==> src/sv/resbn_pkg.sv <==
// Shared types, widths and helpers for the record sorter.
package resbn_pkg;

  localparam int unsigned HEAD_W      = 64;
  localparam int unsigned MID_W       = 64;
  localparam int unsigned TAIL_W      = 32;
  localparam int unsigned POS_W       = 4;
  localparam int unsigned KEY_W       = HEAD_W + MID_W + TAIL_W;
  localparam int unsigned REC_W       = KEY_W + POS_W;
  localparam int unsigned IN_TDATA_W  = ((KEY_W + 7) / 8) * 8;
  localparam int unsigned OUT_TDATA_W = ((REC_W + 7) / 8) * 8;

  typedef logic [POS_W-1:0] pos_t;
  typedef logic [KEY_W-1:0] key_t;

  // head sits in the low bits, position in the top bits
  typedef struct packed {
    pos_t              pos;
    logic [TAIL_W-1:0] tail;
    logic [MID_W-1:0]  middle;
    logic [HEAD_W-1:0] head;
  } rec_t;

  typedef enum logic [2:0] {
    ST_LOAD,
    ST_RD_I,
    ST_LD_I,
    ST_CMP,
    ST_WR_I,
    ST_E_RD,
    ST_E_OUT
  } state_e;

  typedef struct packed {
    logic load;
    logic last;
    logic dropped;
  } emit_t;

  // head field most significant, then middle, then tail; compared unsigned
  function automatic logic key_gt(rec_t a, rec_t b);
    key_t ka;
    key_t kb;
    ka = {a.head, a.middle, a.tail};
    kb = {b.head, b.middle, b.tail};
    return ka > kb;
  endfunction

endpackage

==> src/sv/record_exchange_sort_by_name.sv <==
// Top level of the record sorter: stream ports, record RAM, core and output register.
//
//  channel  | dir | tdata (low bit up)                   | tlast       | tuser
//  s_axis   | in  | name_head, name_middle, name_tail    | last_record | -
//  m_axis   | out | sorted_head, sorted_middle,          | final_out   | dropped_any
//           |     | sorted_tail, load_position, 4b zero  |             |
//
// Loading takes one beat per cycle. After the last record the sort runs on the
// single-port-read record RAM, one compare per cycle within a pass. Emission
// reads each record from the RAM, then loads it into the output register.
// Reset empties the set; RAM contents are left as they are. m_axis stalls hold
// the output register and pause emission; s_axis is taken only while loading.
module record_exchange_sort_by_name #(
  parameter int unsigned MAX_RECORDS = 16
) (
  input  logic                                 clk_i,
  input  logic                                 rst_ni,
  input  logic                                 s_axis_tvalid,
  output logic                                 s_axis_tready,
  input  logic [resbn_pkg::IN_TDATA_W-1:0]     s_axis_tdata,  // head, middle, tail
  input  logic                                 s_axis_tlast,  // last_record
  output logic                                 m_axis_tvalid,
  input  logic                                 m_axis_tready,
  output logic [resbn_pkg::OUT_TDATA_W-1:0]    m_axis_tdata,  // head, middle, tail, pos, pad
  output logic                                 m_axis_tlast,  // final_out
  output logic [0:0]                           m_axis_tuser   // dropped_any
);

  localparam int unsigned IDX_W = $clog2(MAX_RECORDS);

  resbn_pkg::rec_t  s_rec;
  resbn_pkg::rec_t  ram_wdata;
  resbn_pkg::rec_t  ram_rdata;
  resbn_pkg::emit_t emit;
  logic             ram_we;
  logic             ram_re;
  logic [IDX_W-1:0] ram_waddr;
  logic [IDX_W-1:0] ram_raddr;
  logic             out_free;

  resbn_pkg::rec_t  out_rec_q;
  logic             out_valid_q, out_valid_d;
  logic             out_last_q;
  logic             out_drop_q;

  assign s_rec.head   = s_axis_tdata[resbn_pkg::HEAD_W-1:0];
  assign s_rec.middle = s_axis_tdata[resbn_pkg::HEAD_W +: resbn_pkg::MID_W];
  assign s_rec.tail   = s_axis_tdata[resbn_pkg::HEAD_W + resbn_pkg::MID_W +: resbn_pkg::TAIL_W];
  assign s_rec.pos    = '0;

  resbn_ram #(
    .WIDTH (resbn_pkg::REC_W),
    .DEPTH (MAX_RECORDS)
  ) u_ram (
    .clk_i   (clk_i),
    .we_i    (ram_we),
    .waddr_i (ram_waddr),
    .wdata_i (ram_wdata),
    .re_i    (ram_re),
    .raddr_i (ram_raddr),
    .rdata_o (ram_rdata)
  );

  resbn_core #(
    .MAX_RECORDS (MAX_RECORDS)
  ) u_core (
    .clk_i       (clk_i),
    .rst_ni      (rst_ni),
    .s_valid_i   (s_axis_tvalid),
    .s_last_i    (s_axis_tlast),
    .s_rec_i     (s_rec),
    .s_ready_o   (s_axis_tready),
    .out_free_i  (out_free),
    .emit_o      (emit),
    .ram_we_o    (ram_we),
    .ram_waddr_o (ram_waddr),
    .ram_wdata_o (ram_wdata),
    .ram_re_o    (ram_re),
    .ram_raddr_o (ram_raddr),
    .ram_rdata_i (ram_rdata)
  );

  assign out_free = !out_valid_q || m_axis_tready;

  always_comb begin
    out_valid_d = out_valid_q;
    if (out_valid_q && m_axis_tready) begin
      out_valid_d = 1'b0;
    end
    if (emit.load) begin
      out_valid_d = 1'b1;
    end
  end

  always_ff @(posedge clk_i or negedge rst_ni) begin
    if (!rst_ni) begin
      out_valid_q <= 1'b0;
    end else begin
      out_valid_q <= out_valid_d;
    end
  end

  always_ff @(posedge clk_i) begin
    if (emit.load) begin
      out_rec_q  <= ram_rdata;
      out_last_q <= emit.last;
      out_drop_q <= emit.dropped;
    end
  end

  assign m_axis_tvalid = out_valid_q;
  assign m_axis_tdata  = resbn_pkg::OUT_TDATA_W'(out_rec_q);
  assign m_axis_tlast  = out_last_q;
  assign m_axis_tuser  = out_drop_q;

endmodule

==> src/sv/resbn_ram.sv <==
// Generic single-write, single-read RAM with registered read data.
module resbn_ram #(
  parameter int unsigned WIDTH = 8,
  parameter int unsigned DEPTH = 16
) (
  input  logic                     clk_i,
  input  logic                     we_i,
  input  logic [$clog2(DEPTH)-1:0] waddr_i,
  input  logic [WIDTH-1:0]         wdata_i,
  input  logic                     re_i,
  input  logic [$clog2(DEPTH)-1:0] raddr_i,
  output logic [WIDTH-1:0]         rdata_o
);

  logic [WIDTH-1:0] mem_q [DEPTH];
  logic [WIDTH-1:0] rdata_q;

  always_ff @(posedge clk_i) begin
    if (we_i) begin
      mem_q[waddr_i] <= wdata_i;
    end
    if (re_i) begin
      rdata_q <= mem_q[raddr_i];
    end
  end

  assign rdata_o = rdata_q;

endmodule

==> src/sv/resbn_core.sv <==
// Load sequencer, exchange-sort engine and emit sequencer around the record RAM.
module resbn_core #(
  parameter int unsigned MAX_RECORDS = 16
) (
  input  logic                             clk_i,
  input  logic                             rst_ni,
  input  logic                             s_valid_i,
  input  logic                             s_last_i,
  input  resbn_pkg::rec_t                  s_rec_i,
  output logic                             s_ready_o,
  input  logic                             out_free_i,
  output resbn_pkg::emit_t                 emit_o,
  output logic                             ram_we_o,
  output logic [$clog2(MAX_RECORDS)-1:0]   ram_waddr_o,
  output resbn_pkg::rec_t                  ram_wdata_o,
  output logic                             ram_re_o,
  output logic [$clog2(MAX_RECORDS)-1:0]   ram_raddr_o,
  input  resbn_pkg::rec_t                  ram_rdata_i
);

  localparam int unsigned IDX_W = $clog2(MAX_RECORDS);
  localparam int unsigned CNT_W = $clog2(MAX_RECORDS + 1);
  localparam logic [CNT_W-1:0] CNT_MAX = CNT_W'(MAX_RECORDS);

  resbn_pkg::state_e state_q, state_d;
  logic [CNT_W-1:0]  count_q, count_d;
  logic              ovf_q, ovf_d;
  logic [IDX_W-1:0]  i_q, i_d;
  logic [IDX_W-1:0]  j_q, j_d;
  logic [IDX_W-1:0]  k_q, k_d;
  resbn_pkg::rec_t   cur_q, cur_d;
  logic [CNT_W-1:0]  top_idx;
  logic              room;

  assign top_idx = count_q - CNT_W'(1);
  assign room    = count_q < CNT_MAX;

  always_ff @(posedge clk_i or negedge rst_ni) begin
    if (!rst_ni) begin
      state_q <= resbn_pkg::ST_LOAD;
      count_q <= '0;
      ovf_q   <= 1'b0;
      i_q     <= '0;
      j_q     <= '0;
      k_q     <= '0;
    end else begin
      state_q <= state_d;
      count_q <= count_d;
      ovf_q   <= ovf_d;
      i_q     <= i_d;
      j_q     <= j_d;
      k_q     <= k_d;
    end
  end

  always_ff @(posedge clk_i) begin
    cur_q <= cur_d;
  end

  always_comb begin
    state_d     = state_q;
    count_d     = count_q;
    ovf_d       = ovf_q;
    i_d         = i_q;
    j_d         = j_q;
    k_d         = k_q;
    cur_d       = cur_q;
    s_ready_o   = 1'b0;
    emit_o      = '0;
    ram_we_o    = 1'b0;
    ram_waddr_o = count_q[IDX_W-1:0];
    ram_wdata_o = s_rec_i;
    ram_re_o    = 1'b0;
    ram_raddr_o = i_q;
    unique case (state_q)
      resbn_pkg::ST_LOAD: begin
        s_ready_o = 1'b1;
        if (s_valid_i) begin
          if (room) begin
            ram_we_o        = 1'b1;
            ram_wdata_o.pos = resbn_pkg::pos_t'(count_q);
            count_d         = count_q + CNT_W'(1);
          end else begin
            ovf_d = 1'b1;
          end
          if (s_last_i) begin
            i_d = '0;
            k_d = '0;
            if (count_d >= CNT_W'(2)) begin
              state_d = resbn_pkg::ST_RD_I;
            end else begin
              state_d = resbn_pkg::ST_E_RD;
            end
          end
        end
      end
      resbn_pkg::ST_RD_I: begin
        ram_re_o    = 1'b1;
        ram_raddr_o = i_q;
        state_d     = resbn_pkg::ST_LD_I;
      end
      resbn_pkg::ST_LD_I: begin
        cur_d       = ram_rdata_i;
        ram_re_o    = 1'b1;
        ram_raddr_o = i_q + IDX_W'(1);
        j_d         = i_q + IDX_W'(1);
        state_d     = resbn_pkg::ST_CMP;
      end
      resbn_pkg::ST_CMP: begin
        if (resbn_pkg::key_gt(cur_q, ram_rdata_i)) begin
          ram_we_o    = 1'b1;
          ram_waddr_o = j_q;
          ram_wdata_o = cur_q;
          cur_d       = ram_rdata_i;
        end
        if (CNT_W'(j_q) == top_idx) begin
          state_d = resbn_pkg::ST_WR_I;
        end else begin
          ram_re_o    = 1'b1;
          ram_raddr_o = j_q + IDX_W'(1);
          j_d         = j_q + IDX_W'(1);
        end
      end
      resbn_pkg::ST_WR_I: begin
        ram_we_o    = 1'b1;
        ram_waddr_o = i_q;
        ram_wdata_o = cur_q;
        if (CNT_W'(i_q) + CNT_W'(1) == top_idx) begin
          k_d     = '0;
          state_d = resbn_pkg::ST_E_RD;
        end else begin
          ram_re_o    = 1'b1;
          ram_raddr_o = i_q + IDX_W'(1);
          i_d         = i_q + IDX_W'(1);
          state_d     = resbn_pkg::ST_LD_I;
        end
      end
      resbn_pkg::ST_E_RD: begin
        if (out_free_i) begin
          ram_re_o    = 1'b1;
          ram_raddr_o = k_q;
          state_d     = resbn_pkg::ST_E_OUT;
        end
      end
      resbn_pkg::ST_E_OUT: begin
        emit_o.load    = 1'b1;
        emit_o.last    = CNT_W'(k_q) == top_idx;
        emit_o.dropped = ovf_q;
        if (emit_o.last) begin
          count_d = '0;
          ovf_d   = 1'b0;
          state_d = resbn_pkg::ST_LOAD;
        end else begin
          k_d     = k_q + IDX_W'(1);
          state_d = resbn_pkg::ST_E_RD;
        end
      end
      default: begin
        state_d = resbn_pkg::ST_LOAD;
      end
    endcase
  end

  a_no_same_entry: assert property (@(posedge clk_i) disable iff (!rst_ni)
    ram_we_o && ram_re_o |-> ram_waddr_o != ram_raddr_o)
    else $error("read and write hit the same entry");

  a_out_free_on_load: assert property (@(posedge clk_i) disable iff (!rst_ni)
    emit_o.load |-> out_free_i)
    else $error("output register overwritten before taken");

  a_count_bound: assert property (@(posedge clk_i) disable iff (!rst_ni)
    count_q <= CNT_MAX)
    else $error("record count beyond capacity");

  a_sort_needs_two: assert property (@(posedge clk_i) disable iff (!rst_ni)
    state_q == resbn_pkg::ST_CMP |-> count_q >= CNT_W'(2) && CNT_W'(j_q) <= top_idx)
    else $error("compare outside stored records");

endmodule
==> config.mk <==
export PLATFORM = sky130hd
export DESIGN_NAME = record_exchange_sort_by_name
export DESIGN_NICKNAME = d
export VERILOG_FILES = /design/src/sv/resbn_pkg.sv /design/src/sv/record_exchange_sort_by_name.sv /design/src/sv/resbn_ram.sv /design/src/sv/resbn_core.sv
export SDC_FILE = /design/constraint.sdc
export NUM_CORES = 2
export LEC_CHECK = 0
export BUFFER_PORTS_ARGS = -buffer_cell sky130_fd_sc_hd__buf_2
export CAP_MARGIN = 20
export CORE_MARGIN = 2
export CORE_UTILIZATION = 50
export DETAILED_ROUTE_END_ITERATION = 16
export PLACE_DENSITY = 0.73
export SLEW_MARGIN = 20
export SYNTH_ARGS = -nofsm -noshare
export SYNTH_HDL_FRONTEND = slang
export SYNTH_SLANG_ARGS = --single-unit
==> constraint.sdc <==
create_clock -name clk_i -period 22.4 [get_ports clk_i]
set_input_delay 4.48 -clock clk_i [delete_from_list [all_inputs] [get_ports clk_i]]
set_output_delay 4.48 -clock clk_i [all_outputs]
set_load 0.05 [all_outputs]
=== After elaboration in Yosys (flattened, before gate mapping) ===
Memory sizes are Yosys's and may differ from the RTL's. A register that Yosys moved wholly into a read port is not among the register bits.
Index checks and enable logic that the tools add are counted.

* Bits of input ports: 165
* Memory bits (read-only): 0
* Output and inout bits: 172
* Logic and storage cells: 116
* RAM bits: 2624
* Latch bits: 0
* Memories kept: 1
* Register bits: 352

* Multiplexer cells: 53
* $lt $le $gt $ge: 3
* $mul: 0
* Add/subtract/negate cells: 6
* Equality and inequality tests: 19
* Shift operators: 0
* Divide/modulo/power cells: 0
* Reduce and logical (&&, ||, !) cells: 17
* Bitwise gates (word level): 0

{| class="wikitable"
|+ Memories
! memory !! words !! width !! read ports !! clocked after Yosys merged registers in !! write ports !! line !! source
|-
| u_ram.mem_q || 16 || 164 || 1 || 1 || 1 || resbn_ram.sv:15 || <nowiki>logic [WIDTH-1:0] mem_q [DEPTH];</nowiki>
|}

{| class="wikitable"
|+ Operators by type and width
! operator !! number
|-
| $mux 164 || 2
|-
| $pmux 164 s2 || 1
|-
| $pmux 160 s2 || 1
|-
| $gt 160x160->1 || 1
|-
| $mux 4 || 11
|-
| $mux 5 || 5
|-
| $mux 3 || 8
|-
| $pmux 4 s2 || 3
|-
| $pmux 4 s3 || 2
|-
| $pmux 3 s7 || 1
|-
| $pmux 4 s4 || 1
|-
| $mux 1 || 14
|-
| $add 4x1->4 const B || 3
|-
| $ne 2x2->1 const B || 6
|-
| $eq 4x5->1 || 2
|-
| $pmux 5 s2 || 1
|-
| $eq 3x3->1 const B || 3
|-
| $ne 2x1->1 const B || 4
|-
| $reduce_and 4->1 || 2
|-
| $reduce_bool 2->1 || 4
|-
| $eq 3x2->1 const B || 2
|-
| $reduce_and 3->1 || 2
|-
| $add 4x1->5 const B || 1
|-
| $add 5x1->5 const B || 1
|-
| 16 further kinds || 17
|}

=== Logic depth before layout (Yosys ltp) ===
* Word-level depth: 9
* Depth in mapped cells: 17
* Mapped depth without buffers: 11

=== Cells and area by module ===
Synthesis repeated with hierarchy kept, for this count alone.

* Cell total of the unflattened synthesis: 5641
* Area total of the unflattened synthesis: 122008.3 um2

{| class="wikitable"
|+ Modules (own cells, without submodules)
! module !! cells each !! seq. area each (um2) !! times used !! area an instance (um2)
|-
| resbn_ram || 4277 || 83720.3 || 1 || 103367.9
|-
| resbn_core || 1190 || 5450.2 || 1 || 13574.3
|-
| record_exchange_sort_by_name || 174 || 5009.8 || 1 || 5066.1
|}

=== Worst setup path before layout ===
No wires, ideal clock.

* Kind: input-to-reg
* Start point: input port s_axis_tvalid
* End point: memory u_ram.mem_q[10][0] (netlist name) (enable)
* Setup time: 1.147 ns
* Arrival: 22.112 ns
* Data required time: 21.253 ns
* Slack: -0.859 ns
* Cell stages on the path: 4
* Buffers on the path: 0
* Cells stage by stage: nand2_1 or3_1 a221o_1 nor4b_1

* Word-level cells in the longest chain between the ends: 4

{| class="wikitable"
|+ Ends and longest elaborated chain
! element !! line !! source
|-
| start, declared || record_exchange_sort_by_name.sv:18 || <nowiki>input logic s_axis_tvalid,</nowiki>
|-
| $mux 1 || resbn_core.sv:78 || <nowiki>if (s_valid_i) begin</nowiki>
|-
| $pmux 1 s3 || resbn_core.sv:75 || <nowiki>unique case (state_q)</nowiki>
|-
| $mux 1 || resbn_ram.sv:19 || <nowiki>if (we_i) begin</nowiki>
|-
| $mux 1 (not written as such) || resbn_ram.sv:20 || <nowiki>mem_q[waddr_i] <= wdata_i;</nowiki>
|-
| end, declared || resbn_ram.sv:15 ||
|}

Every way passes these cells.

=== Worst setup path in the final report ===
* Start point: input port m_axis_tready
* End point: register u_ram.rdata_q[86] (netlist: u_ram.rdata_o[86]), read port of u_ram.mem_q, data pin

* Word-level cells in the longest chain between the ends: 3
* Elaborated cells on any way between the ends: 5

{| class="wikitable"
|+ Ends and longest elaborated chain
! element !! line !! source
|-
| start, declared || record_exchange_sort_by_name.sv:23 || <nowiki>input logic m_axis_tready,</nowiki>
|-
| $logic_or 1x1->1 * || record_exchange_sort_by_name.sv:83 || <nowiki>assign out_free = !out_valid_q || m_axis_tready;</nowiki>
|-
| $mux 4 / $mux 1 (equally long branches) || resbn_core.sv:139 || <nowiki>if (out_free_i) begin</nowiki>
|-
| $pmux 4 s4 / $pmux 1 s4 (equally long branches) || resbn_core.sv:75 ||
|-
| end, declared || resbn_ram.sv:16 || <nowiki>logic [WIDTH-1:0] rdata_q;</nowiki>
|}

Mark *: on every way between the ends. The rest lies on a longest branch, timed or not.
A chain may end at the register's enable or synchronous reset.

==> results.cfg <==
[job]
cap_viol_max_count = 0

[pwr]
worst_ir_drop_vdd_v = 0.00007300
finalPower_mw = 11.74
p_per_area_nw_per_um2 = 83.62
p_leak_nw = 48.35

[synthesis]
yosys-top-cells-area = edfxtp_1 (75%), nand2_1 (7.0%), nand3_1 (4.0%), mux2i_1 (3.8%), ha_1 (1.7%)
synth_cell_types = 70
syn_inst = 8739
synth.top_cell.area_share_pct = 74.54
synth_area_sq_um = 125600
synthMostInstantiatedCell = edfxtp_1
ys_async_sr_fraction_pct = 0.7006
ys_seq_elements = 3140
synthTopCellsByCount = edfxtp_1 (3118), nand2_1 (2338), nand3_1 (995)
synth_area_per_cell_sq_um = 14.37
yosysWarnings = 0
seq_area_frac_synth_pct = 74.98
synthFlopType = edfxtp_1
synth_top_cell_by_area = edfxtp_1
synth_edf_count = 3118

[sta]
period_needed_ps = 9588
rsz0062_at_grt = no
timing.final.ws_setup_ps = 12810
max_slew.worst_pin.slew_ps = 1153
setup_violations = 0
fmax_mhz = 104.3
hold_viol_final = 0
maxSlewViolCount = 0
fin_tns_setup_ps = 0
relSlewSlack_pct = 23.14
fin_worst_skew_ps = 100.5
finalCritPeriodShare_pct = 42.81

[global_routing]
use_met3_pct = 4.585
antenna_found_initial = 22
use_met2_pct = 40.13
grt_use_total_pct = 25.00
grt_busiest_layer = met2
overflow = 0
grt_pass1_wl_um = 477700
grt_pass1_vias = 74459
grt_use_met1_pct = 34.02
grt_max_degree = 194

[routing]
wl_per_cell_um = 26.00
first_pass_iters = 8
wirelength_um = 327900
drc_errors = 0
vias = 75820
drtIter0Drc = 10357
routed_via_density = 6.010
antenna_left = 0

[final_layout]
fill_cells = 19295
instances_no_fill = 12615
area_growth_pct = 11.76
final_nets = 9365
drive_gt1_share_pct = 11.79
seq_area_sq_um = 94180
multi_input_comb_area_sq_um = 28480

[clock_network]
root_buffer = clkbuf_16
clock_latency_ps = 980
path_clk_slew_ps = 60
cts_resized = 0
postCtsHoldBufs = 0
post_cts_buffers = 0
cts_buffers = 328
clkSinkCount = 3140
cts_tree = yes
ctsLongestPathBuffers = 4
cts-htree-levels = 5

[setup_path]
start_kind = primary input
required_ps = 23040
arrival_ps = 10230
crit_fanout = 165
endpoint_kind = flip-flop
path_class = in -> reg

[placement]
port_buffers = 332
hpwl_um = 167100
place_inst = 12050
place_congestion = 0.8213
dp_slack_ps = 12030

[worst_hold_path]
min_path_type = reg -> reg

[status]
status = finished clean

[floorplan]
die_h_um = 505.2
core-area_sq_um = 250500
dieWidth_um = 505.2
start_util_pct = 50.14
io_pins = 337
rows = 184
die_area_sq_um = 255200
[flip-flops by register name, summed over array words and instances, names as in the netlist]
signal and count:
u_core.k_q 4, m_axis_tvalid 1, m_axis_tlast 1, u_core.count_q 5
u_core.ovf_q 1, m_axis_tuser 1, u_ram.mem_q 2624, u_core.state_q 3
u_core.cur_q 164, u_core.i_q 4, u_core.j_q 4, m_axis_tdata 164
u_ram.rdata_o 164
[final timing paths]
path                                        start             endpoint  slack [ps]  cells past startpoint
worst max-delay path                m_axis_tready    u_ram.rdata_o[86]       12810                     15
worst min-delay path            u_ram.rdata_o[99]     m_axis_tdata[99]         450                      0
worst max register to register  u_ram.rdata_o[87]  u_ram.mem_q[14][27]       13260                     15
worst min register to register  u_ram.rdata_o[99]     m_axis_tdata[99]         450                      0
max in group asynchronous                  rst_ni    u_core.count_q[2]       18470                      1
min in group asynchronous                  rst_ni        u_core.k_q[3]        3540                      1
[layout by cell type, fill, tap and decap left out, types with 7 or more instances in the layout]
master      count
a21oi_1        99
clkinv_2       42
a31o_2         10
a31oi_1         7
clkinv_1       71
bufinv_16      22
mux2i_1       480
o221ai_1      162
a221oi_1       20
dfrtp_1        22
a221o_1         7
inv_1         185
buf_4         111
nand4_1        38
xor2_1         10
diode_2         7
clkbuf_1       68
and2_1         16
o21ai_0        47
nor3_1         16
o21a_1         11
clkinvlp_4      8
nor2_1         31
a21o_1         12
clkbuf_16     333
ha_1          166
nand3_1       995
inv_6           7
buf_2         333
xnor2_1        12
a32oi_1       160
nand2_1      2336
buf_12         20
edfxtp_1     3118
mux2_2        159
nor4_1         11
[worst max-delay path, stage by stage]
cell,delay (ps)
buf_2,90
nand2b_1,250
a31oi_1,140
o22ai_1,210
nor3_1,130
a31oi_4,160
buf_4,600
buf_12,640
buf_4,790
buf_4,830
buf_4,780
mux2i_1,290
mux2i_1,100
a32oi_1,190
o221ai_1,170
[layer usage]
| layer | routed length [um] | vias up |
|---|---|---|
| met3 | 33370 | 682 |
| met1 | 126000 | 37885 |
| li1 | - | 32972 |
| met5 | 48 | - |
| met4 | 12110 | 8 |
| met2 | 156400 | 4273 |
[metrics by stage]
step / utilization, % / area [sq um] / hold WS, ps
final: 56.04 / 140400 / 451.4
after global placement: 52.07 / 130400 / 461.7
after detailed placement: 52.07 / 130400 / 461.9
after CTS: 56.03 / 140300 / 467.6
after global routing: 56.04 / 140400 / 482.1
after floorplan: - / 125600 / 421.5
[layout make-up]
cell class	instances	share of cell area, %
clock inverter	155	0.9404
antenna	7	0.01248
clock buffer	401	6.118
tap	3348	2.984
multi-input combinational	4914	20.29
timing repair buffer	465	2.070
inverter	185	0.4947
sequential	3140	67.09
[cell families after synthesis]
logic type	synth area share [%]
other cells	0.002986
simple gates	11.79
mux	5.251
xor+xnor	0.2162
buf+inv	2.575
compound gates	3.526
fa+ha+maj	1.654
flops	74.98
[power by group]
part | total, mW | switching (mW) | internal, mW
sequential | 6.47 | 0.00736 | 6.46
combinational | 0.142 | 0.112 | 0.0299
clock | 5.13 | 2.16 | 2.96
total | 11.7 | 2.28 | 9.45
(Power assumes the default switching activity.)
